--- src/rtl/sorted_array_priority_queue_defines.svh ---
// assertion macros for the sorted array priority queue
// no dependencies; included by modules that carry assertions
`ifndef SORTED_ARRAY_PRIORITY_QUEUE_DEFINES_SVH
`define SORTED_ARRAY_PRIORITY_QUEUE_DEFINES_SVH
`ifndef SYNTHESIS
`define SAPQ_ASSERT_IMPL(label, ante, cons) \
    label: assert property (@(posedge clk) disable iff (!rst_n) (ante) |-> (cons)) \
        else $error("sapq: same-cycle check failed");
`define SAPQ_ASSERT_NEXT(label, ante, cons) \
    label: assert property (@(posedge clk) disable iff (!rst_n) (ante) |=> (cons)) \
        else $error("sapq: next-cycle check failed");
`else
`define SAPQ_ASSERT_IMPL(label, ante, cons)
`define SAPQ_ASSERT_NEXT(label, ante, cons)
`endif
`endif

--- src/rtl/sapq_pkg.sv ---
// shared types and codes for the sorted array priority queue
// no dependencies
package sapq_pkg;

    localparam int DEPTH_DEFAULT       = 16;
    localparam int VALUE_WIDTH_DEFAULT = 32;
    localparam int FUNC_W              = 2;
    localparam int STATUS_W            = 2;
    localparam int CAP_W               = 5;
    localparam int DATA_W              = 32;
    localparam int PADDR_W             = 3;
    localparam int PDATA_W             = 32;

    localparam logic [CAP_W-1:0]   CAPACITY_RESET = 5'd16;
    localparam logic [PADDR_W-1:0] ADDR_CAPACITY  = 3'd0;

    localparam logic [FUNC_W-1:0] FUNC_INSERT = 2'd0;
    localparam logic [FUNC_W-1:0] FUNC_DELETE = 2'd1;
    localparam logic [FUNC_W-1:0] FUNC_LIST   = 2'd2;

    localparam logic [STATUS_W-1:0] STATUS_OK    = 2'd0;
    localparam logic [STATUS_W-1:0] STATUS_FULL  = 2'd1;
    localparam logic [STATUS_W-1:0] STATUS_EMPTY = 2'd2;

    typedef enum logic [1:0] {
        OP_HOLD   = 2'd0,
        OP_INSERT = 2'd1,
        OP_ROTATE = 2'd2
    } cell_op_t;

    typedef enum logic [1:0] {
        S_IDLE = 2'b01,
        S_LIST = 2'b10
    } state_t;

endpackage

--- src/rtl/sapq_cell.sv ---
// one slot of the sorted chain: holds an entry, compares and shifts
// depends on sapq_pkg
module sapq_cell
    import sapq_pkg::*;
#(
    parameter int VALUE_WIDTH = VALUE_WIDTH_DEFAULT,
    parameter int CNT_W       = 5,
    parameter int INDEX       = 0
)
(
    input  logic                   clk,
    input  cell_op_t               op,
    input  logic [CNT_W-1:0]       count,
    input  logic [VALUE_WIDTH-1:0] ins_value,
    input  logic [VALUE_WIDTH-1:0] head_value,
    input  logic [VALUE_WIDTH-1:0] left_data,
    input  logic                   left_ge,
    input  logic [VALUE_WIDTH-1:0] right_data,
    output logic [VALUE_WIDTH-1:0] data,
    output logic                   ge
);

    logic [VALUE_WIDTH-1:0] data_reg;
    logic [VALUE_WIDTH-1:0] data_next;
    logic                   occupied;
    logic                   is_last;

    // empty slots count as larger than any value
    assign occupied = CNT_W'(INDEX) < count;
    assign is_last  = CNT_W'(INDEX + 1) == count;
    assign ge       = !occupied || ($signed(data_reg) > $signed(ins_value));
    assign data     = data_reg;

    always_comb
    begin
        data_next = data_reg;
        case (op)
            OP_INSERT:
            begin
                if (left_ge)
                begin
                    data_next = left_data;
                end
                else if (ge)
                begin
                    data_next = ins_value;
                end
            end
            OP_ROTATE:
            begin
                if (is_last)
                begin
                    data_next = head_value;
                end
                else if (occupied)
                begin
                    data_next = right_data;
                end
            end
            default:
            begin
                data_next = data_reg;
            end
        endcase
    end

    always_ff @(posedge clk)
    begin
        data_reg <= data_next;
    end

endmodule

--- src/rtl/sorted_array_priority_queue.sv ---
// top level of the sorted array priority queue: control, output register, apb port
// depends on sapq_pkg, sapq_cell and sorted_array_priority_queue_defines.svh
//
//   port group   direction  handshake            payload
//   in           sink       in_valid / in_ready   func, value
//   out          source     out_valid / out_ready result_value, status, last
//   apb          slave      psel, penable, pready paddr, pwdata, prdata
//
// insert and delete: every cell compares and shifts at once
// list gives one result per held entry, read from the head as the chain rotates (a single empty result when empty)
// the output register lets the next transaction in while the current result is taken
// reset clears the count and state; capacity resets to 16; cell contents are left as they are
`include "sorted_array_priority_queue_defines.svh"

module sorted_array_priority_queue
    import sapq_pkg::*;
#(
    parameter int DEPTH       = DEPTH_DEFAULT,
    parameter int VALUE_WIDTH = VALUE_WIDTH_DEFAULT
)
(
    input  logic                clk,
    input  logic                rst_n,
    input  logic                in_valid,
    output logic                in_ready,
    input  logic [FUNC_W-1:0]   func,
    input  logic [DATA_W-1:0]   value,
    output logic                out_valid,
    input  logic                out_ready,
    output logic [DATA_W-1:0]   result_value,
    output logic [STATUS_W-1:0] status,
    output logic                last,
    input  logic                psel,
    input  logic                penable,
    input  logic                pwrite,
    input  logic [PADDR_W-1:0]  paddr,
    input  logic [PDATA_W-1:0]  pwdata,
    output logic [PDATA_W-1:0]  prdata,
    output logic                pready
);

    localparam int CNT_W = $clog2(DEPTH + 1);
    localparam int CMP_W = (CNT_W > CAP_W) ? CNT_W : CAP_W;

    state_t                 state_reg;
    state_t                 state_next;
    logic [CNT_W-1:0]       count_reg;
    logic [CNT_W-1:0]       count_next;
    logic [CNT_W-1:0]       idx_reg;
    logic [CNT_W-1:0]       idx_next;
    logic [CAP_W-1:0]       capacity_reg;
    logic                   out_valid_reg;
    logic                   out_valid_next;
    logic [DATA_W-1:0]      result_value_reg;
    logic [DATA_W-1:0]      result_value_next;
    logic [STATUS_W-1:0]    status_reg;
    logic [STATUS_W-1:0]    status_next;
    logic                   last_reg;
    logic                   last_next;

    logic                   slot_free;
    logic                   in_fire;
    logic                   full;
    logic                   empty;
    cell_op_t               op;
    logic [VALUE_WIDTH-1:0] ins_value;
    logic [DATA_W-1:0]      head_out;
    logic [VALUE_WIDTH-1:0] cell_data [DEPTH];
    logic                   cell_ge   [DEPTH];

    // input and output width adaptation
    generate
        if (VALUE_WIDTH > DATA_W)
        begin : g_wide
            assign ins_value = {{(VALUE_WIDTH - DATA_W){value[DATA_W-1]}}, value};
            assign head_out  = cell_data[0][DATA_W-1:0];
        end
        else if (VALUE_WIDTH == DATA_W)
        begin : g_equal
            assign ins_value = value;
            assign head_out  = cell_data[0];
        end
        else
        begin : g_narrow
            assign ins_value = value[VALUE_WIDTH-1:0];
            assign head_out  = {{(DATA_W - VALUE_WIDTH){cell_data[0][VALUE_WIDTH-1]}},
                                cell_data[0]};
        end
    endgenerate

    // the chain of cells
    genvar gi;
    generate
        for (gi = 0; gi < DEPTH; gi++)
        begin : g_cell
            logic [VALUE_WIDTH-1:0] left_data;
            logic                   left_ge;
            logic [VALUE_WIDTH-1:0] right_data;

            if (gi == 0)
            begin : g_first
                assign left_data = ins_value;
                assign left_ge   = 1'b0;
            end
            else
            begin : g_mid
                assign left_data = cell_data[gi-1];
                assign left_ge   = cell_ge[gi-1];
            end

            if (gi == DEPTH - 1)
            begin : g_end
                assign right_data = cell_data[gi];
            end
            else
            begin : g_inner
                assign right_data = cell_data[gi+1];
            end

            sapq_cell #(
                .VALUE_WIDTH (VALUE_WIDTH),
                .CNT_W       (CNT_W),
                .INDEX       (gi)
            ) u_cell (
                .clk        (clk),
                .op         (op),
                .count      (count_reg),
                .ins_value  (ins_value),
                .head_value (cell_data[0]),
                .left_data  (left_data),
                .left_ge    (left_ge),
                .right_data (right_data),
                .data       (cell_data[gi]),
                .ge         (cell_ge[gi])
            );
        end
    endgenerate

    assign slot_free = !out_valid_reg || out_ready;
    assign in_ready  = (state_reg == S_IDLE) && slot_free;
    assign in_fire   = in_valid && in_ready;
    assign empty     = count_reg == '0;
    assign full      = (count_reg >= CNT_W'(DEPTH)) ||
                       (CMP_W'(count_reg) >= CMP_W'(capacity_reg));

    always_comb
    begin
        state_next        = state_reg;
        count_next        = count_reg;
        idx_next          = idx_reg;
        op                = OP_HOLD;
        out_valid_next    = out_valid_reg && !out_ready;
        result_value_next = result_value_reg;
        status_next       = status_reg;
        last_next         = last_reg;
        unique case (state_reg)
            S_IDLE:
            begin
                if (in_fire)
                begin
                    case (func)
                        FUNC_INSERT:
                        begin
                            out_valid_next    = 1'b1;
                            result_value_next = '0;
                            last_next         = 1'b1;
                            if (full)
                            begin
                                status_next = STATUS_FULL;
                            end
                            else
                            begin
                                status_next = STATUS_OK;
                                op          = OP_INSERT;
                                count_next  = count_reg + 1'b1;
                            end
                        end
                        FUNC_DELETE:
                        begin
                            out_valid_next = 1'b1;
                            last_next      = 1'b1;
                            if (empty)
                            begin
                                status_next       = STATUS_EMPTY;
                                result_value_next = '0;
                            end
                            else
                            begin
                                // head moves behind the rest and drops out of the count
                                status_next       = STATUS_OK;
                                result_value_next = head_out;
                                op                = OP_ROTATE;
                                count_next        = count_reg - 1'b1;
                            end
                        end
                        FUNC_LIST:
                        begin
                            if (empty)
                            begin
                                out_valid_next    = 1'b1;
                                status_next       = STATUS_EMPTY;
                                result_value_next = '0;
                                last_next         = 1'b1;
                            end
                            else
                            begin
                                state_next = S_LIST;
                                idx_next   = '0;
                            end
                        end
                        default:
                        begin
                            op = OP_HOLD;
                        end
                    endcase
                end
            end
            S_LIST:
            begin
                if (slot_free)
                begin
                    // a full rotation leaves the order unchanged
                    out_valid_next    = 1'b1;
                    status_next       = STATUS_OK;
                    result_value_next = head_out;
                    last_next         = (idx_reg + 1'b1) == count_reg;
                    op                = OP_ROTATE;
                    idx_next          = idx_reg + 1'b1;
                    if ((idx_reg + 1'b1) == count_reg)
                    begin
                        state_next = S_IDLE;
                    end
                end
            end
            default:
            begin
                state_next = S_IDLE;
            end
        endcase
    end

    always_ff @(posedge clk or negedge rst_n)
    begin
        if (!rst_n)
        begin
            state_reg     <= S_IDLE;
            count_reg     <= '0;
            idx_reg       <= '0;
            out_valid_reg <= 1'b0;
        end
        else
        begin
            state_reg     <= state_next;
            count_reg     <= count_next;
            idx_reg       <= idx_next;
            out_valid_reg <= out_valid_next;
        end
    end

    always_ff @(posedge clk)
    begin
        result_value_reg <= result_value_next;
        status_reg       <= status_next;
        last_reg         <= last_next;
    end

    assign out_valid    = out_valid_reg;
    assign result_value = result_value_reg;
    assign status       = status_reg;
    assign last         = last_reg;

    // register port
    assign pready = 1'b1;

    always_ff @(posedge clk or negedge rst_n)
    begin
        if (!rst_n)
        begin
            capacity_reg <= CAPACITY_RESET;
        end
        else if (psel && penable && pwrite && pready && (paddr[2] == ADDR_CAPACITY[2]))
        begin
            capacity_reg <= pwdata[CAP_W-1:0];
        end
    end

    always_comb
    begin
        prdata = '0;
        if (paddr[2] == ADDR_CAPACITY[2])
        begin
            prdata = {{(PDATA_W - CAP_W){1'b0}}, capacity_reg};
        end
    end

    `SAPQ_ASSERT_IMPL(a_count_bound, 1'b1, count_reg <= CNT_W'(DEPTH))
    `SAPQ_ASSERT_IMPL(a_list_nonempty, state_reg == S_LIST, count_reg != '0)
    `SAPQ_ASSERT_NEXT(a_insert_grows, in_fire && func == FUNC_INSERT && !full, count_reg == $past(count_reg) + 1'b1)
    `SAPQ_ASSERT_NEXT(a_list_ends, state_reg == S_LIST && slot_free && last_next, state_reg == S_IDLE && last_reg)

endmodule

--- config.mk ---
export PLATFORM = sky130hd
export DESIGN_NAME = sorted_array_priority_queue
export DESIGN_NICKNAME = d
export VERILOG_FILES = /design/src/rtl/sapq_pkg.sv /design/src/rtl/sapq_cell.sv /design/src/rtl/sorted_array_priority_queue.sv
export VERILOG_INCLUDE_DIRS = /design/src /design/src/rtl
export SDC_FILE = /design/constraint.sdc
export NUM_CORES = 2
export LEC_CHECK = 0
export ABC_AREA = 0
export BUFFER_PORTS_ARGS = -buffer_cell sky130_fd_sc_hd__buf_2
export CAP_MARGIN = 20
export CELL_PAD_IN_SITES_DETAIL_PLACEMENT = 1
export CELL_PAD_IN_SITES_GLOBAL_PLACEMENT = 2
export CORE_MARGIN = 4
export CORE_UTILIZATION = 42
export DETAILED_ROUTE_END_ITERATION = 8
export PLACE_DENSITY_LB_ADDON = 0.1
export REMOVE_ABC_BUFFERS = 1
export SETUP_SLACK_MARGIN = 0.05
export SLEW_MARGIN = 20
export SYNTH_ARGS = -nofsm -noshare
export SYNTH_HDL_FRONTEND = slang
export SYNTH_SLANG_ARGS = --single-unit
--- constraint.sdc ---
create_clock -name clk -period 7.53 [get_ports clk]
set_input_delay 0.753 -clock clk [delete_from_list [all_inputs] [get_ports clk]]
set_output_delay 0.753 -clock clk [all_outputs]
set_load 0.005 [all_outputs]
=== Word-level counts from Yosys, hierarchy flattened ===
Index checks and enable logic that the tools add are counted.

* Output and inout bits: 70
* Flip-flop bits (word level): 565

* $lt $le $gt $ge: 34
* Reductions and logical operators: 69
* Bitwise operators: 1
* Equality and inequality tests: 66
* Multiplexer cells: 122
* $add $sub $neg: 3

{| class="wikitable"
|+ Operators by type and width
! cell !! count
|-
| 2-to-1 mux 32 bit || 66
|-
| one-hot mux 32 bit (2 select lines) || 17
|-
| > comparator 32 bit || 16
|-
| one-hot mux 32 bit (3 select lines) || 1
|-
| != test 3 x 1 -> 1 bit, second input constant || 27
|-
| AND reduction 3 bit || 15
|-
| equality test 4 x 5 -> 1 bit, first input constant || 8
|-
| less-than comparator 4 x 5 -> 1 bit, first input constant || 8
|-
| 2-to-1 mux 5 bit || 7
|-
| AND reduction 5 bit || 5
|-
| 2-to-1 mux 2 bit || 12
|-
| equality test 3 x 5 -> 1 bit, first input constant || 4
|-
| less-than comparator 3 x 5 -> 1 bit, first input constant || 4
|-
| one-hot mux 5 bit (2 select lines) || 2
|-
| logical NOT 1 bit || 18
|-
| logical OR 1 bit || 18
|-
| one-hot mux 2 bit (2 select lines) || 4
|-
| != test 2 bit, second input constant || 7
|-
| adder 5 x 1 -> 5 bit, second input constant || 2
|-
| equality test 2 x 5 -> 1 bit, first input constant || 2
|-
| less-than comparator 1 x 5 -> 1 bit, first input constant || 2
|-
| less-than comparator 2 x 5 -> 1 bit, first input constant || 2
|-
| != test 3 x 2 -> 1 bit, second input constant || 3
|-
| 2-to-1 mux 1 bit || 8
|-
| 20 further kinds || 37
|}

=== Longest topological paths before layout ===
* Word-level depth: 9
* Depth in mapped cells: 18
* Depth with buffers taken out: 14

=== Modules after synthesis ===
A second synthesis with hierarchy kept.

* Cell total of the unflattened synthesis: 5246
* Area total of the unflattened synthesis: 48494.0 sq um

{| class="wikitable"
|+ Modules (own cells, without submodules)
! module !! area an instance (sq um) !! cells an instance !! times used
|-
| sorted_array_priority_queue || 2967.8 || 254 || 1
|-
| sapq_cell at g_cell[15].u_cell || 2897.8 || 302 || 1
|-
| sapq_cell at g_cell[5].u_cell || 2892.8 || 306 || 1
|-
| sapq_cell at g_cell[11].u_cell || 2882.8 || 302 || 1
|-
| sapq_cell at g_cell[12].u_cell || 2867.8 || 303 || 1
|-
| sapq_cell at g_cell[3].u_cell || 2867.8 || 307 || 1
|-
| sapq_cell at g_cell[7].u_cell || 2866.5 || 299 || 1
|-
| sapq_cell at g_cell[10].u_cell || 2845.2 || 299 || 1
|-
| sapq_cell at g_cell[2].u_cell || 2840.2 || 298 || 1
|-
| sapq_cell at g_cell[4].u_cell || 2839.0 || 302 || 1
|-
| sapq_cell at g_cell[9].u_cell || 2832.7 || 299 || 1
|-
| sapq_cell at g_cell[1].u_cell || 2830.2 || 337 || 1
|-
| sapq_cell at g_cell[14].u_cell || 2829.0 || 297 || 1
|-
| sapq_cell at g_cell[0].u_cell || 2820.2 || 340 || 1
|-
| +3 rows || n/a || n/a || n/a
|}

=== Worst setup path after synthesis ===
No wires, ideal clock.

* Kind: input to register
* Start point: input port value[30]
* End point: register g_cell[6].u_cell.data_reg[0] (enable)
* Path buffers: 2
* Setup slack: 1312 ps
* Arrival time: 5738 ps
* Stages: 12
* Path through: clkbuf_1 inv_1 ha_1 nand4_1 or4_1 nor4_1 o31ai_1 nand4b_1 a32o_1 buf_2 nor3_1 a311oi_1

* Cells in the longest elaborated chain, start to end: 4
* Elaborated cells on any way between the ends: 6
* Those cells by class: order compare (2); eq/ne (1); reduce/logical (3)

{| class="wikitable"
|+ Ends and longest elaborated chain
! element !! line !! source
|-
| from (decl) || sorted_array_priority_queue.sv:27 || <nowiki>input logic [DATA_W-1:0] value,</nowiki>
|-
| > comparator 32 bit || sapq_cell.sv:31 || <nowiki>assign ge = !occupied || ($signed(data_reg) > $signed(ins_value));</nowiki>
|-
| logical OR 1 bit || sapq_cell.sv:31 ||
|-
| != test 3 x 1 -> 1 bit (no source line) * || n/a ||
|-
| AND reduction 3 bit (no source line) * || n/a ||
|-
| to (signal assigned) || sapq_cell.sv:69 || <nowiki>data_reg <= data_next;</nowiki>
|-
| to (decl) || sapq_cell.sv:23 || <nowiki>logic [VALUE_WIDTH-1:0] data_reg;</nowiki>
|}

Mark *: on every way between the ends. The rest lies on a longest branch, timed or not.
A chain may end at the register's enable or synchronous reset.

=== Worst setup path in the final report ===
* Start point: register count_reg[0]
* End point: register g_cell[7].u_cell.data_reg[19], data pin

* Cells in the longest elaborated chain, start to end: 8
* Elaborated cells on any way between the ends: 18
* Those cells by class: order compare (3); eq/ne (3); mux (8); reduce/logical (4)

{| class="wikitable"
|+ Ends and longest elaborated chain
! element !! line !! source
|-
| from (decl) || sorted_array_priority_queue.sv:47 || <nowiki>logic [CNT_W-1:0] count_reg;</nowiki>
|-
| from (signal assigned) || sorted_array_priority_queue.sv:254 || <nowiki>count_reg <= count_next;</nowiki>
|-
| >= comparator 5 bit (on tied branches) || sorted_array_priority_queue.sv:143, sorted_array_priority_queue.sv:144 ||
|-
| logical OR 1 bit || sorted_array_priority_queue.sv:143 || <nowiki>assign full = (count_reg >= CNT_W'(DEPTH)) ||</nowiki>
|-
| 2-to-1 mux 1 bit || sorted_array_priority_queue.sv:167 || <nowiki>if (full)</nowiki>
|-
| one-hot mux 2 bit (2 select lines) || sorted_array_priority_queue.sv:161 || <nowiki>case (func)</nowiki>
|-
| 2-to-1 mux 2 bit || sorted_array_priority_queue.sv:159 || <nowiki>if (in_fire)</nowiki>
|-
| one-hot mux 2 bit (2 select lines) || sorted_array_priority_queue.sv:156 || <nowiki>unique case (state_reg)</nowiki>
|-
| equality test 2 bit or equality test 2 x 1 -> 1 bit (tied branches) || sapq_cell.sv:37 || <nowiki>case (op)</nowiki>
|-
| one-hot mux 32 bit (2 select lines) * || sapq_cell.sv:37 ||
|-
| named net g_cell[7].u_cell.data_next[19] || sapq_cell.sv:24 || <nowiki>logic [VALUE_WIDTH-1:0] data_next;</nowiki>
|-
| to (signal assigned) || sapq_cell.sv:69 ||
|-
| to (decl) || sapq_cell.sv:23 ||
|}

The timed path passes the listed nets; every way through them passes the cells marked *.

==> results.ini <==
[floorplan]
fp.coreArea_um2 = 103900
die_h_um = 332.0
die_area_um2 = 110200
rows = 118
start_util = 0.4242
io_pins = 146
die_w_um = 332.0

[synth]
postSynthCellCount = 4335
synth_area_leader_cell = edfxtp_1
synth-warning-count = 0
yosysTopAreaCellShare = 0.3726
netlist-cell-type-count = 74
avgSynthCellArea_um2 = 10.17
ys_seq_elements = 565
yosysSeqAreaShare = 0.3828
async_flop_share = 0.03186
synth_edf_count = 547
ys_top_cells_by_area = edfxtp_1 37%, ha_1 15%, mux2i_1 14%
synth_ff_type = edfxtp_1
netlist_area_um2 = 44090

[sta]
clock.fmax_ghz = 0.1826
relSlewSlack = 0.1961
hold_viol_final = 0
fin_worst_skew_ns = 0.02719
slew_viol_final = 0
rsz0062_at_grt = no
fin_crit_sh = 0.7275
setup_tns_ns = 0
worst_slew_pin_slew_ns = 1.197
fin_crit_ns = 5.478
setup_viol = 0

[run_status]
status = completed

[power]
p_sw_mw = 9.355
leakage_nw = 21.35
ir_worst_vdd_mv = 0.2502
pwr-share-comb = 0.507
seq_power_share = 0.320
sw_frac_of_total = 0.4592
p_clk_frac = 0.173
p_int_mw = 11.02
p_per_area_nw_per_um2 = 418.3

[worst_setup_path]
worst_path_most_repeated_cell = a21o_1
path_class = reg2reg
critPathLaunchType = register
r2r_start = count_reg[0]
r2r_slack_ns = 2.05
slowest_stage = dfrtp_1
critPathCapture = g_cell[7].u_cell.data[19]
cp_max_fo = 86
cp-end-kind = register
crit_path_cell_trace = inv_1 -> ha_1 -> nand2b_1 -> a21o_1 -> a21o_1 -> a21o_1 -> a211oi_1 -> and3_1 -> inv_1 -> ha_4 -> inv_8 -> buf_4 -> nand2_1 -> o221ai_1
r2r_cells = 14
r2r_end = g_cell[7].u_cell.data[19]
crit_start = count_reg[0]
required_ns = 8.01
arrival_ns = 5.96
slowest_delay_ns = 0.60

[route]
wl_met3_um = 14070
routed_wl_um = 187200
drt_iter0_drc = 3446
dr_wl_met2_um = 83620
wl_per_cell_um = 32.50
wl_met1_um = 83100
drtPass1Iterations = 5
vias = 38030
highest_layer = met5
postRouteAntennaNets = 0
drc_errors = 0
avgViaCountPerCell = 6.603

[cts]
htree_levels = 3
clockBufferDepth = 3
post-cts-setup-buffers = 0
cts_tree = yes
clk_latency_ns = 0.66
cts-hold-fix-buffers = 0
cts.sinks = 565
path_clk_slew_ns = 0.06
ctsResizeCount = 0
clockRootBuffer = clkbuf_16
numCtsBuffers = 75

[final_layout]
post-route-util = 0.4687
final_nets = 4929
drive_gt1_frac = 0.08912
fin_cells = 5759
areaGrowthSynthToFinish_pct = 10.49
largest_reg_flops = 512

[placement]
dp_hpwl_um = 130000
place_congestion = 0.9176
placed_cells = 5624
place.port_buffers = 88

[grt]
antenna_found_initial = 7
overflow = 0
grt_pass1_wl_um = 270200
grt_max_degree = 131
grt_pass1_vias = 38040
grt_usage = 0.3290

[hold_path]
hold_path.class = in2async

[run]
cap_violations = 0

## logic make-up after synthesis
kind of cell	Yosys count	synth area share
and+or+nand+nor	1139	0.1206
AOI/OAI and AO/OA	998	0.1540
muxes	653	0.1487
DFF	565	0.3828
adders and majority gates	532	0.1510
buffers and inverters	436	0.04078
xor gates and xnor gates	10	0.001986
other	2	0.0001703
## critical path, delay by kind of cell, from the launching register on
family,cells,cell delay [ns]
flip-flops,1,0.60
adder cells (fa/ha/maj),2,0.79
AND/OR/NAND/NOR,3,0.99
AO/OA/AOI/OAI,5,1.35
buffers and inverters,4,1.51
## synthesized netlist by cell type (11+ instances only)
| cell | count |
|---|---|
| o221ai_1 | 217 |
| and4_1 | 12 |
| edfxtp_1 | 547 |
| buf_4 | 29 |
| and3_1 | 39 |
| o211ai_1 | 61 |
| a221oi_1 | 13 |
| mux2i_1 | 638 |
| a211oi_1 | 22 |
| mux2_2 | 15 |
| inv_1 | 97 |
| nand3_1 | 255 |
| nor4_1 | 18 |
| a21oi_1 | 342 |
| nor3_1 | 24 |
| nor2_1 | 181 |
| o211a_1 | 11 |
| o21a_1 | 11 |
| a22oi_1 | 44 |
| dfrtp_1 | 16 |
| buf_1 | 32 |
| ha_1 | 532 |
| nand2_1 | 428 |
| nand4_1 | 99 |
| buf_2 | 18 |
| a21o_1 | 93 |
| o21ai_0 | 87 |
| nor2b_1 | 50 |
| a31oi_1 | 31 |
| clkbuf_1 | 254 |
## per-stage QoR
step,cell area (um^2),setup slack (ns),total power [mW],hold slack (ns)
after detailed placement,46420,1.669,16.70,0.4968
after global placement,46420,1.720,16.39,0.4909
after floorplan,42760,-14.67,12.71,0.4574
final,48710,2.052,20.37,0.06384
after CTS,48700,2.088,20.28,0.03977
after global routing,48710,1.814,21.52,0.07559
## cell usage in the layout (no fill, tap or decap), types with 12 or more instances in the layout
master	n
clkbuf_16	79
nor2_1	180
and3_1	34
a21o_1	93
a21oi_1	338
mux2_2	15
and4_1	12
a22oi_1	44
nand2_1	419
buf_2	88
conb_1	28
o211ai_1	61
nor2b_1	49
mux2i_1	638
nor3_1	21
buf_4	124
o221ai_1	217
ha_1	531
dfrtp_1	16
inv_1	97
a31oi_1	29
a211oi_1	19
nand4_1	99
clkinv_1	21
nor4_1	17
nand3_1	254
clkbuf_1	19
o21ai_0	86
edfxtp_1	547
## routing by layer
metal	up-vias	GRT usage
li1	16760	-
met1	19490	0.4636
met2	1506	0.5170
met3	269	0.05374
met4	2	0.1057
met5	-	0
## cell type report
cell class                 instances  area [um^2]
antenna                            3        7.507
clock inverter                    33        219.0
tap                             1380         1727
inverter                          99        379.1
fill                           11490        55230
multi-input combinational       3360        25910
timing repair buffer             220         1531
clock buffer                      99         2062
sequential                       565        16880
## how the worst min path moves through the flow
| stage | to | slack (ns) | depth (start not counted) |
|---|---|---|---|
| global route | count_reg[4] | 0.08 | 1 |
| floorplan | capacity_reg[0] | 0.46 | 0 |
| global placement | capacity_reg[3] | 0.49 | 1 |
| CTS | count_reg[4] | 0.04 | 1 |
| detailed placement | capacity_reg[3] | 0.50 | 1 |
| finish | count_reg[0] | 0.06 | 1 |
## power groups by stage
stage                     clock network, mW  registers [mW]  logic [mW]
after floorplan                           0            6.20        6.51
after global placement                    0            6.54        9.85
after detailed placement                  0            6.55        10.2
after CTS                              3.59            6.50        10.2
after global routing                   3.71            6.62        11.2
final                                  3.52            6.53        10.3
Note: power is estimated with default switching activity, not from simulation.
